$ cat config.mk
export PLATFORM = sky130hd
export DESIGN_NAME = velocity_command_shaper
export DESIGN_NICKNAME = d
export VERILOG_FILES = /design/src/hdl/vcs_pkg.sv /design/src/hdl/vcs_front.sv /design/src/hdl/vcs_back.sv /design/src/hdl/velocity_command_shaper.sv
export SDC_FILE = /design/constraint.sdc
export NUM_CORES = 2
export LEC_CHECK = 0
export BUFFER_PORTS_ARGS = -buffer_cell sky130_fd_sc_hd__buf_2
export CORE_MARGIN = 2
export CORE_UTILIZATION = 60
export DETAILED_ROUTE_END_ITERATION = 8
export PLACE_DENSITY = 0.77
export RECOVER_POWER = 50
export SYNTH_ARGS = -nofsm -noshare
export SYNTH_HDL_FRONTEND = slang
export SYNTH_HIERARCHICAL = 1
export SYNTH_SLANG_ARGS = --single-unit
$ cat constraint.sdc
create_clock -name clk -period 13.26 [get_ports clk]
set_input_delay 1.326 -clock clk [delete_from_list [all_inputs] [get_ports clk]]
set_output_delay 1.326 -clock clk [all_outputs]
set_load 0.02 [all_outputs]
$ cat src/hdl/vcs_pkg.sv
// Shared constants, types and the arctangent table of the velocity command shaper.
package vcs_pkg;

    localparam int VEL_WIDTH_DEF   = 16;
    localparam int ANGLE_WIDTH_DEF = 16;

    localparam int CFG_WIDTH       = 16;
    localparam int CFG_INDEX_WIDTH = 1;
    localparam logic [CFG_INDEX_WIDTH-1:0] CFG_OFFSET_X = 1'b0;
    localparam logic [CFG_INDEX_WIDTH-1:0] CFG_OFFSET_Y = 1'b1;

    localparam int ACC_WIDTH    = 32;
    localparam int CORDIC_STEPS = 16;
    localparam int STEP_WIDTH   = $clog2(CORDIC_STEPS);

    localparam logic [ACC_WIDTH-1:0] QUARTER_TURN = 32'h4000_0000;
    localparam logic [ACC_WIDTH-1:0] HALF_TURN    = 32'h8000_0000;

    localparam int COEF_WIDTH = 17;
    localparam logic signed [COEF_WIDTH-1:0] CORDIC_GAIN     = 17'sd39797;
    localparam logic signed [COEF_WIDTH-1:0] CORDIC_GAIN_NEG = -17'sd39797;
    localparam logic signed [COEF_WIDTH-1:0] W_XY_NEW        = 17'sd19661;
    localparam logic signed [COEF_WIDTH-1:0] W_TURN_NEW      = 17'sd39322;

    localparam int QUEUE_DEPTH = 2;
    localparam int QPTR_WIDTH  = $clog2(QUEUE_DEPTH);
    localparam int QCNT_WIDTH  = $clog2(QUEUE_DEPTH + 1);

    typedef struct packed {
        logic                 rotate;
        logic                 flip;
        logic [ACC_WIDTH-1:0] angle;
    } cls_t;

    function automatic logic [ACC_WIDTH-1:0] atan_entry(input logic [STEP_WIDTH-1:0] i);
        logic [ACC_WIDTH-1:0] r;
        unique case (i)
            4'd0:    r = 32'd536870912;
            4'd1:    r = 32'd316933406;
            4'd2:    r = 32'd167458907;
            4'd3:    r = 32'd85004756;
            4'd4:    r = 32'd42667331;
            4'd5:    r = 32'd21354465;
            4'd6:    r = 32'd10679838;
            4'd7:    r = 32'd5340245;
            4'd8:    r = 32'd2670163;
            4'd9:    r = 32'd1335087;
            4'd10:   r = 32'd667544;
            4'd11:   r = 32'd333772;
            4'd12:   r = 32'd166886;
            4'd13:   r = 32'd83443;
            4'd14:   r = 32'd41722;
            4'd15:   r = 32'd20861;
            default: r = '0;
        endcase
        return r;
    endfunction

endpackage

$ cat src/hdl/vcs_front.sv
// Request intake: heading classification and a short request queue.
module vcs_front
    import vcs_pkg::*;
#(
    parameter int VEL_WIDTH   = VEL_WIDTH_DEF,
    parameter int ANGLE_WIDTH = ANGLE_WIDTH_DEF
)
(
    input  logic                          clk,
    input  logic                          rst_n,
    input  logic                          in_valid,
    output logic                          in_ready,
    input  logic signed [VEL_WIDTH-1:0]   vel_x,
    input  logic signed [VEL_WIDTH-1:0]   vel_y,
    input  logic signed [VEL_WIDTH-1:0]   turn_rate,
    input  logic signed [ANGLE_WIDTH-1:0] heading,
    input  logic                          field_frame,
    output logic                          q_valid,
    input  logic                          q_ready,
    output logic signed [VEL_WIDTH-1:0]   q_vel_x,
    output logic signed [VEL_WIDTH-1:0]   q_vel_y,
    output logic signed [VEL_WIDTH-1:0]   q_turn,
    output cls_t                          q_cls
);

    logic [ACC_WIDTH-1:0]  ang;
    logic [ACC_WIDTH-1:0]  phi;
    logic [ACC_WIDTH-1:0]  wrap;
    cls_t                  cls_in;

    logic signed [VEL_WIDTH-1:0] vx_mem  [QUEUE_DEPTH];
    logic signed [VEL_WIDTH-1:0] vy_mem  [QUEUE_DEPTH];
    logic signed [VEL_WIDTH-1:0] vt_mem  [QUEUE_DEPTH];
    cls_t                        cls_mem [QUEUE_DEPTH];

    logic [QPTR_WIDTH-1:0] wr_ptr_reg;
    logic [QPTR_WIDTH-1:0] rd_ptr_reg;
    logic [QCNT_WIDTH-1:0] count_reg;
    logic                  push;
    logic                  pop;

    // Rotate by minus heading; fold angles beyond a quarter turn by negating the vector.
    always_comb
    begin
        ang           = {heading, {(ACC_WIDTH - ANGLE_WIDTH){1'b0}}};
        phi           = '0 - ang;
        wrap          = phi + QUARTER_TURN;
        cls_in.rotate = field_frame;
        cls_in.flip   = wrap[ACC_WIDTH-1];
        cls_in.angle  = wrap[ACC_WIDTH-1] ? (phi + HALF_TURN) : phi;
    end

    assign in_ready = (count_reg != QCNT_WIDTH'(QUEUE_DEPTH));
    assign q_valid  = (count_reg != '0);
    assign push     = in_valid && in_ready;
    assign pop      = q_valid && q_ready;

    assign q_vel_x = vx_mem[rd_ptr_reg];
    assign q_vel_y = vy_mem[rd_ptr_reg];
    assign q_turn  = vt_mem[rd_ptr_reg];
    assign q_cls   = cls_mem[rd_ptr_reg];

    always_ff @(posedge clk)
    begin
        if (push)
        begin
            vx_mem[wr_ptr_reg]  <= vel_x;
            vy_mem[wr_ptr_reg]  <= vel_y;
            vt_mem[wr_ptr_reg]  <= turn_rate;
            cls_mem[wr_ptr_reg] <= cls_in;
        end
    end

    always_ff @(posedge clk or negedge rst_n)
    begin
        if (!rst_n)
        begin
            wr_ptr_reg <= '0;
            rd_ptr_reg <= '0;
            count_reg  <= '0;
        end
        else
        begin
            if (push)
            begin
                wr_ptr_reg <= (wr_ptr_reg == QPTR_WIDTH'(QUEUE_DEPTH - 1)) ? '0
                              : wr_ptr_reg + QPTR_WIDTH'(1);
            end
            if (pop)
            begin
                rd_ptr_reg <= (rd_ptr_reg == QPTR_WIDTH'(QUEUE_DEPTH - 1)) ? '0
                              : rd_ptr_reg + QPTR_WIDTH'(1);
            end
            unique case ({push, pop})
                2'b10:   count_reg <= count_reg + QCNT_WIDTH'(1);
                2'b01:   count_reg <= count_reg - QCNT_WIDTH'(1);
                default: count_reg <= count_reg;
            endcase
        end
    end

endmodule

$ cat src/hdl/vcs_back.sv
// Command engine: shift-add CORDIC rotation; smoothing filters and offset terms on one shared multiplier.
module vcs_back
    import vcs_pkg::*;
#(
    parameter int VEL_WIDTH = VEL_WIDTH_DEF
)
(
    input  logic                         clk,
    input  logic                         rst_n,
    input  logic                         q_valid,
    output logic                         q_ready,
    input  logic signed [VEL_WIDTH-1:0]  q_vel_x,
    input  logic signed [VEL_WIDTH-1:0]  q_vel_y,
    input  logic signed [VEL_WIDTH-1:0]  q_turn,
    input  cls_t                         q_cls,
    input  logic signed [CFG_WIDTH-1:0]  offset_x,
    input  logic signed [CFG_WIDTH-1:0]  offset_y,
    output logic                         out_valid,
    input  logic                         out_ready,
    output logic signed [VEL_WIDTH-1:0]  cmd_x,
    output logic signed [VEL_WIDTH-1:0]  cmd_y,
    output logic signed [VEL_WIDTH-1:0]  cmd_turn
);

    localparam int AW = VEL_WIDTH + 9;
    localparam int PW = AW + COEF_WIDTH;
    localparam int SW = VEL_WIDTH + 8;
    localparam int XW = VEL_WIDTH + 18;

    localparam logic signed [PW-1:0] V_MAX = {{(PW - VEL_WIDTH + 1){1'b0}}, {(VEL_WIDTH - 1){1'b1}}};
    localparam logic signed [PW-1:0] V_MIN = ~V_MAX;
    localparam logic [STEP_WIDTH-1:0] LAST_ROT = STEP_WIDTH'(CORDIC_STEPS - 1);

    typedef enum logic [5:0] {
        ST_IDLE  = 6'b000001,
        ST_SCALE = 6'b000010,
        ST_ROT   = 6'b000100,
        ST_ROUND = 6'b001000,
        ST_FILT  = 6'b010000,
        ST_OFFS  = 6'b100000
    } state_t;

    state_t                  state_reg;
    logic [STEP_WIDTH-1:0]   step_reg;
    logic                    out_valid_reg;
    logic signed [SW-1:0]    sx_reg;
    logic signed [SW-1:0]    sy_reg;
    logic signed [SW-1:0]    st_reg;

    logic signed [VEL_WIDTH-1:0] vx_reg;
    logic signed [VEL_WIDTH-1:0] vy_reg;
    logic signed [VEL_WIDTH-1:0] vt_reg;
    logic                        flip_reg;
    logic signed [XW-1:0]        x_reg;
    logic signed [XW-1:0]        y_reg;
    logic [ACC_WIDTH-1:0]        z_reg;
    logic signed [PW-1:0]        prod_reg;
    logic signed [VEL_WIDTH-1:0] cx_reg;
    logic signed [VEL_WIDTH-1:0] cmd_x_reg;
    logic signed [VEL_WIDTH-1:0] cmd_y_reg;
    logic signed [VEL_WIDTH-1:0] cmd_turn_reg;

    logic signed [AW-1:0]         mul_a;
    logic signed [COEF_WIDTH-1:0] mul_b;
    logic signed [PW-1:0]         mul_p;
    logic signed [XW-1:0]         dx;
    logic signed [XW-1:0]         dy;
    logic [ACC_WIDTH-1:0]         atan_val;
    logic signed [XW-1:0]         x_round;
    logic signed [XW-1:0]         y_round;
    logic signed [PW:0]           cx_sum;
    logic signed [PW:0]           cy_sum;
    logic signed [PW-1:0]         cx_full;
    logic signed [PW-1:0]         cy_full;
    logic signed [PW-1:0]         ct_full;
    logic                         out_free;
    logic                         out_load;

    function automatic logic signed [VEL_WIDTH-1:0] sat_v(input logic signed [PW-1:0] v);
        logic signed [VEL_WIDTH-1:0] r;
        if (v > V_MAX)
            r = V_MAX[VEL_WIDTH-1:0];
        else if (v < V_MIN)
            r = V_MIN[VEL_WIDTH-1:0];
        else
            r = v[VEL_WIDTH-1:0];
        return r;
    endfunction

    function automatic logic signed [SW-1:0] filt_next(input logic signed [SW-1:0] s,
                                                       input logic signed [PW-1:0] p);
        logic signed [PW:0] t;
        t = ((PW+1)'(s) <<< 16) + (PW+1)'(p) + (PW+1)'(32'sd32768);
        return t[SW+15:16];
    endfunction

    assign q_ready   = (state_reg == ST_IDLE);
    assign out_valid = out_valid_reg;
    assign cmd_x     = cmd_x_reg;
    assign cmd_y     = cmd_y_reg;
    assign cmd_turn  = cmd_turn_reg;
    assign out_free  = !out_valid_reg || out_ready;
    assign out_load  = (state_reg == ST_OFFS) && (step_reg == STEP_WIDTH'(2)) && out_free;

    always_comb
    begin
        mul_a = '0;
        mul_b = '0;
        unique case (state_reg)
            ST_SCALE:
            begin
                mul_a = (step_reg == '0) ? AW'(vx_reg) : AW'(vy_reg);
                mul_b = flip_reg ? CORDIC_GAIN_NEG : CORDIC_GAIN;
            end
            ST_FILT:
            begin
                if (step_reg == STEP_WIDTH'(0))
                begin
                    mul_a = (AW'(vx_reg) <<< 8) - AW'(sx_reg);
                    mul_b = W_XY_NEW;
                end
                else if (step_reg == STEP_WIDTH'(1))
                begin
                    mul_a = (AW'(vy_reg) <<< 8) - AW'(sy_reg);
                    mul_b = W_XY_NEW;
                end
                else
                begin
                    mul_a = (AW'(vt_reg) <<< 8) - AW'(st_reg);
                    mul_b = W_TURN_NEW;
                end
            end
            ST_OFFS:
            begin
                mul_a = AW'(st_reg);
                mul_b = (step_reg == '0) ? COEF_WIDTH'(offset_y) : COEF_WIDTH'(offset_x);
            end
            default:
            begin
                mul_a = '0;
                mul_b = '0;
            end
        endcase
    end

    assign mul_p = mul_a * mul_b;

    assign dx       = y_reg >>> step_reg;
    assign dy       = x_reg >>> step_reg;
    assign atan_val = atan_entry(step_reg);
    assign x_round  = (x_reg + XW'(32'sd32768)) >>> 16;
    assign y_round  = (y_reg + XW'(32'sd32768)) >>> 16;

    assign cx_sum  = ((PW+1)'(sx_reg) <<< 12) + (PW+1)'(prod_reg) + (PW+1)'(32'sd524288);
    assign cy_sum  = ((PW+1)'(sy_reg) <<< 12) - (PW+1)'(prod_reg) + (PW+1)'(32'sd524288);
    assign cx_full = PW'(cx_sum >>> 20);
    assign cy_full = PW'(cy_sum >>> 20);
    assign ct_full = (PW'(st_reg) + PW'(32'sd128)) >>> 8;

    always_ff @(posedge clk or negedge rst_n)
    begin
        if (!rst_n)
        begin
            state_reg     <= ST_IDLE;
            step_reg      <= '0;
            out_valid_reg <= 1'b0;
            sx_reg        <= '0;
            sy_reg        <= '0;
            st_reg        <= '0;
        end
        else
        begin
            if (out_load)
                out_valid_reg <= 1'b1;
            else if (out_valid_reg && out_ready)
                out_valid_reg <= 1'b0;
            unique case (state_reg)
                ST_IDLE:
                begin
                    if (q_valid)
                    begin
                        state_reg <= q_cls.rotate ? ST_SCALE : ST_FILT;
                        step_reg  <= '0;
                    end
                end
                ST_SCALE:
                begin
                    if (step_reg == STEP_WIDTH'(2))
                    begin
                        state_reg <= ST_ROT;
                        step_reg  <= '0;
                    end
                    else
                        step_reg <= step_reg + STEP_WIDTH'(1);
                end
                ST_ROT:
                begin
                    if (step_reg == LAST_ROT)
                    begin
                        state_reg <= ST_ROUND;
                        step_reg  <= '0;
                    end
                    else
                        step_reg <= step_reg + STEP_WIDTH'(1);
                end
                ST_ROUND:
                begin
                    state_reg <= ST_FILT;
                    step_reg  <= '0;
                end
                ST_FILT:
                begin
                    if (step_reg == STEP_WIDTH'(1))
                        sx_reg <= filt_next(sx_reg, prod_reg);
                    if (step_reg == STEP_WIDTH'(2))
                        sy_reg <= filt_next(sy_reg, prod_reg);
                    if (step_reg == STEP_WIDTH'(3))
                    begin
                        st_reg    <= filt_next(st_reg, prod_reg);
                        state_reg <= ST_OFFS;
                        step_reg  <= '0;
                    end
                    else
                        step_reg <= step_reg + STEP_WIDTH'(1);
                end
                ST_OFFS:
                begin
                    if (step_reg == STEP_WIDTH'(2))
                    begin
                        if (out_free)
                        begin
                            state_reg <= ST_IDLE;
                            step_reg  <= '0;
                        end
                    end
                    else
                        step_reg <= step_reg + STEP_WIDTH'(1);
                end
                default:
                begin
                    state_reg <= ST_IDLE;
                    step_reg  <= '0;
                end
            endcase
        end
    end

    always_ff @(posedge clk)
    begin
        prod_reg <= mul_p;
        unique case (state_reg)
            ST_IDLE:
            begin
                if (q_valid)
                begin
                    vx_reg   <= q_vel_x;
                    vy_reg   <= q_vel_y;
                    vt_reg   <= q_turn;
                    flip_reg <= q_cls.flip;
                    z_reg    <= q_cls.angle;
                end
            end
            ST_SCALE:
            begin
                if (step_reg == STEP_WIDTH'(1))
                    x_reg <= prod_reg[XW-1:0];
                if (step_reg == STEP_WIDTH'(2))
                    y_reg <= prod_reg[XW-1:0];
            end
            ST_ROT:
            begin
                if (!z_reg[ACC_WIDTH-1])
                begin
                    x_reg <= x_reg - dx;
                    y_reg <= y_reg + dy;
                    z_reg <= z_reg - atan_val;
                end
                else
                begin
                    x_reg <= x_reg + dx;
                    y_reg <= y_reg - dy;
                    z_reg <= z_reg + atan_val;
                end
            end
            ST_ROUND:
            begin
                vx_reg <= sat_v(PW'(x_round));
                vy_reg <= sat_v(PW'(y_round));
            end
            ST_OFFS:
            begin
                if (step_reg == STEP_WIDTH'(1))
                    cx_reg <= sat_v(cx_full);
                if (step_reg == STEP_WIDTH'(2) && out_free)
                begin
                    cmd_x_reg    <= cx_reg;
                    cmd_y_reg    <= sat_v(cy_full);
                    cmd_turn_reg <= sat_v(ct_full);
                end
            end
            default:
            begin
            end
        endcase
    end

endmodule

$ cat src/hdl/velocity_command_shaper.sv
// Top level of the velocity command shaper: stream ports, offset registers, front and back.
//
// Input stream s_axis carries one velocity request per transfer: tdata holds vel_x,
// vel_y, turn_rate and heading, tuser the field_frame flag. Output stream m_axis
// carries one command per request: cmd_x, cmd_y and cmd_turn in tdata, in request order.
// The cfg port writes the wheel offsets (index 0 along x, index 1 along y); the user must
// write them only while idle, which the block itself does not enforce. Requests enter a
// two-deep queue; the engine behind it takes one at a time and works on it with one
// shared multiplier; it takes a new request only once it is done with the last one.
// A robot-frame request goes through the smoothing filters and the offset terms; a
// field-frame request first passes through the gain prescale, 16 CORDIC iterations
// and a rounding step.
// Reset clears the queue, the filter states, the offsets and the output valid.
// When m_axis stalls, the finished command holds in the output register, the engine
// waits at its last step, and the queue keeps taking requests until it is full.
module velocity_command_shaper
    import vcs_pkg::*;
#(
    parameter  int VEL_WIDTH       = VEL_WIDTH_DEF,
    parameter  int ANGLE_WIDTH     = ANGLE_WIDTH_DEF,
    localparam int IN_TDATA_WIDTH  = ((3 * VEL_WIDTH + ANGLE_WIDTH + 7) / 8) * 8,
    localparam int OUT_TDATA_WIDTH = ((3 * VEL_WIDTH + 7) / 8) * 8
)
(
    input  logic                        clk,
    input  logic                        rst_n,
    input  logic                        s_axis_tvalid,
    output logic                        s_axis_tready,
    input  logic [IN_TDATA_WIDTH-1:0]   s_axis_tdata,   // vel_x, vel_y, turn_rate, heading
    input  logic [0:0]                  s_axis_tuser,   // field_frame
    output logic                        m_axis_tvalid,
    input  logic                        m_axis_tready,
    output logic [OUT_TDATA_WIDTH-1:0]  m_axis_tdata,   // cmd_x, cmd_y, cmd_turn
    input  logic                        cfg_we,
    input  logic [CFG_INDEX_WIDTH-1:0]  cfg_index,
    input  logic [CFG_WIDTH-1:0]        cfg_wdata
);

    logic signed [CFG_WIDTH-1:0]   offset_x_reg;
    logic signed [CFG_WIDTH-1:0]   offset_y_reg;

    logic signed [VEL_WIDTH-1:0]   vel_x;
    logic signed [VEL_WIDTH-1:0]   vel_y;
    logic signed [VEL_WIDTH-1:0]   turn_rate;
    logic signed [ANGLE_WIDTH-1:0] heading;

    logic                          q_valid;
    logic                          q_ready;
    logic signed [VEL_WIDTH-1:0]   q_vel_x;
    logic signed [VEL_WIDTH-1:0]   q_vel_y;
    logic signed [VEL_WIDTH-1:0]   q_turn;
    cls_t                          q_cls;

    logic signed [VEL_WIDTH-1:0]   cmd_x;
    logic signed [VEL_WIDTH-1:0]   cmd_y;
    logic signed [VEL_WIDTH-1:0]   cmd_turn;

    assign vel_x     = s_axis_tdata[VEL_WIDTH-1:0];
    assign vel_y     = s_axis_tdata[2*VEL_WIDTH-1:VEL_WIDTH];
    assign turn_rate = s_axis_tdata[3*VEL_WIDTH-1:2*VEL_WIDTH];
    assign heading   = s_axis_tdata[3*VEL_WIDTH+ANGLE_WIDTH-1:3*VEL_WIDTH];

    assign m_axis_tdata = OUT_TDATA_WIDTH'({cmd_turn, cmd_y, cmd_x});

    always_ff @(posedge clk or negedge rst_n)
    begin
        if (!rst_n)
        begin
            offset_x_reg <= '0;
            offset_y_reg <= '0;
        end
        else if (cfg_we)
        begin
            unique case (cfg_index)
                CFG_OFFSET_X: offset_x_reg <= cfg_wdata;
                CFG_OFFSET_Y: offset_y_reg <= cfg_wdata;
                default:
                begin
                end
            endcase
        end
    end

    vcs_front #(
        .VEL_WIDTH   (VEL_WIDTH),
        .ANGLE_WIDTH (ANGLE_WIDTH)
    ) u_front (
        .clk         (clk),
        .rst_n       (rst_n),
        .in_valid    (s_axis_tvalid),
        .in_ready    (s_axis_tready),
        .vel_x       (vel_x),
        .vel_y       (vel_y),
        .turn_rate   (turn_rate),
        .heading     (heading),
        .field_frame (s_axis_tuser[0]),
        .q_valid     (q_valid),
        .q_ready     (q_ready),
        .q_vel_x     (q_vel_x),
        .q_vel_y     (q_vel_y),
        .q_turn      (q_turn),
        .q_cls       (q_cls)
    );

    vcs_back #(
        .VEL_WIDTH (VEL_WIDTH)
    ) u_back (
        .clk       (clk),
        .rst_n     (rst_n),
        .q_valid   (q_valid),
        .q_ready   (q_ready),
        .q_vel_x   (q_vel_x),
        .q_vel_y   (q_vel_y),
        .q_turn    (q_turn),
        .q_cls     (q_cls),
        .offset_x  (offset_x_reg),
        .offset_y  (offset_y_reg),
        .out_valid (m_axis_tvalid),
        .out_ready (m_axis_tready),
        .cmd_x     (cmd_x),
        .cmd_y     (cmd_y),
        .cmd_turn  (cmd_turn)
    );

endmodule

==> impl_metrics.toml <==
[critical_path]
crit_path_start_kind = "flip-flop"
rr_worst_depth = 31
r2r_slack_ns = 2.28
slowest_stage = "nor2_1"
end_kind = "flip-flop"
reg2reg_from = "u_back/step_reg[1]"
critPathArrivalTime_ns = 11.58
path_class = "flip-flop to flip-flop"
r2r-end = "u_back/prod_reg[41]"
required_ns = 13.86
path_max_fanout = 40
cpPeakStageDelay_ns = 0.83

[clock_network]
clock_sinks = 504
cts.path.max_buffers = 3
holdBufCountCts = 0
clock_latency_ns = 0.71
path_clk_slew_ns = 0.08
cts-resized-gates = 0
cts_buffers = 57
cts_tree = "done"
cts_setup_buffers = 0
cts_root_buffer = "clkbuf_16"
htree_levels = 2

[global_routing]
grt_pass1_wl_mm = 250.4
overflow = 0
grt_util_all_layers_pct = 35.01
grt_antenna_before_repair = 13
grt_pass1_vias = 43597
grt_max_degree = 76

[logic_synthesis]
post-synth-top-count-cell = "inv_1"
syn_avg_cell_area_um2 = 9.370
synth_edf_count = 343
ys_ff_latch = 504
synthCells = 5787
netlist_area_um2 = 54220
yosysTopAreaCellShare_pct = 18.99
yosysWarnings = 6
yosysSeqAreaShare_pct = 26.04
ys_async_sr_fraction_pct = 23.61
netlist_top_cells_count = "inv_1 (649), nand2_1 (608), nor2_1 (465)"
synth_area_leaders = "edfxtp_1 (19%), fa_1 (16%), ha_1 (10%)"
synth_cell_types = 98
yosys.area.top_type = "edfxtp_1"
synth-main-ff-cell = "edfxtp_1"

[finish]
area_growth_pct = 6.521
layout.cells.non_filler = 7065
nets = 6792
fin_area_um2 = 57760
largest_reg_flops = 42
drive_above_1_share_pct = 9.159

[hold_path]
min-delay-start = "u_back/cx_reg[9]"
hp-class = "flip-flop to flip-flop"
hold_end = "u_back/cmd_x[9]"
holdPathStages = 0

[routing]
drcViolationCount = 0
post_drt_wl_per_cell_um = 22.95
drtIter0Drc = 4107
drt-pass1-iter-count = 7
wl_mm = 162.1
ant_nets = 0
vias = 43802
via_per_inst = 6.200

[pwr]
p_clk_share_pct = 12.1
p_sw_share_pct = 49.47
peakVddDrop_uv = 235.4
combPwrFrac_pct = 67.0
internal_power_w = 0.006635
pwr-share-seq_pct = 20.9
power.density_nw_per_um2 = 227.3
p_leak_nw = 25.46
p_sw_w = 0.006495

[floorplanning]
die_y_um = 304.6
dieWidth_um = 304.6
coreArea_um2 = 89740
ioPinCount = 137
initial_core_util_pct = 60.43
num_rows = 110
dieArea_um2 = 92790

[sta]
tightest_slew_ns = 4.832
timing.fmax_mhz = 91.06
finalSetupViolCount = 0
slew_headroom_pct = -222.2
rsz0062_at_grt = "no"
min_period_ns = 10.98
fin_crit_sh_pct = 82.82
finalSetupTns_ns = 0
drv_slew = 430
timing.final.hold_violations = 0
worst_clock_skew_ns = 0.07892

[placement]
placed_cells = 6953
hpwl_mm = 128.0
io_buffers = 136
finalWeightedCongestion = 1.012
place_area_um2 = 56050

[outcome]
status = "finished with violations"
violations = "capacitance limit, slew limit"

[job]
maxCapViolations = 8
## metal layers
metal	vias up	track usage, %	routed length (um)
li1	20027	-	-
met1	21259	45.47	63620
met2	2021	55.54	72910
met3	483	5.737	14140
met4	12	20.73	11350
met5	-	0	138
## worst max path at each step
stage / startpoint / end / slack [ns] / cells past startpoint
final: u_back/step_reg[1] / u_back/prod_reg[41] / 2.28 / 31
after global routing: u_back/step_reg[1] / u_back/prod_reg[41] / 1.71 / 32
after CTS: u_back/step_reg[1] / u_back/prod_reg[41] / 2.42 / 32
after detailed placement: u_back/step_reg[3] / u_back/prod_reg[41] / 2.46 / 31
after global placement: u_back/step_reg[3] / u_back/prod_reg[41] / 2.58 / 31
after floorplan: u_back/step_reg[0] / u_back/prod_reg[40] / 3.62 / 39
## placed cells by master (no fill, tap or decap), drive strengths merged, types with 118 or more instances in the layout
cell type / instances
a21o: 120
clkbuf: 140
xnor2: 265
o21ai: 401
fa: 422
inv: 654
xor2: 178
ha: 447
a21oi: 304
nand2: 610
mux2: 150
buf: 150
edfxtp: 343
nor2: 466
dfrtp: 118
## power groups by stage
stage	registers (W)	logic, W	clock network, W
after detailed placement	0.00274	0.00859	0
after global routing	0.00276	0.00966	0.00167
final	0.00275	0.00880	0.00159
after floorplan	0.00245	0.00658	0
after global placement	0.00272	0.00843	0
after CTS	0.00271	0.00866	0.00162
## cells by family after synthesis
kind of cell	count (synthesis)	share of synthesized area (%)
multiplexers	274	7.190
buffers and inverters	887	6.468
XOR/XNOR	443	7.155
flip-flops	504	26.04
AO/OA/AOI/OAI	1205	13.68
AND/OR/NAND/NOR	1604	13.57
other	1	0.006916
adder cells (fa/ha/maj)	869	25.89
## through the flow
| step | worst slack, ns | total power (W) | util (%) | hold slack, ns |
|---|---|---|---|---|
| CTS | 2.423 | 0.01299 | 64.54 | 0.4158 |
| global route | 1.713 | 0.01409 | 64.36 | 0.4189 |
| finish | 2.278 | 0.01313 | 64.37 | 0.4188 |
| floorplan | 3.620 | 0.009029 | - | 0.4003 |
| detailed placement | 2.464 | 0.01133 | 62.47 | 0.4054 |
| global placement | 2.580 | 0.01116 | 62.47 | 0.4037 |
## worst max-delay path, delay by kind of cell (launching register included)
kind	cells	cell delay [ns]
DFF	1	0.66
buffers and inverters	7	1.24
adders and majority gates	8	4.08
muxes	1	0.27
xor gates and xnor gates	1	0.15
and+or+nand+nor	5	1.83
AOI/OAI and AO/OA	9	2.65
## layout make-up
| cell class | count | area, um2 |
|---|---|---|
| inverter | 651 | 2444 |
| clock inverter | 29 | 284.0 |
| timing repair buffer | 211 | 1152 |
| sequential | 504 | 14130 |
| antenna | 4 | 10.01 |
| tap | 1176 | 1471 |
| clock buffer | 79 | 1579 |
| multi-input combinational | 4411 | 36690 |
| fill | 7477 | 31980 |
No activity file was read; power rests on OpenSTA's default activity.
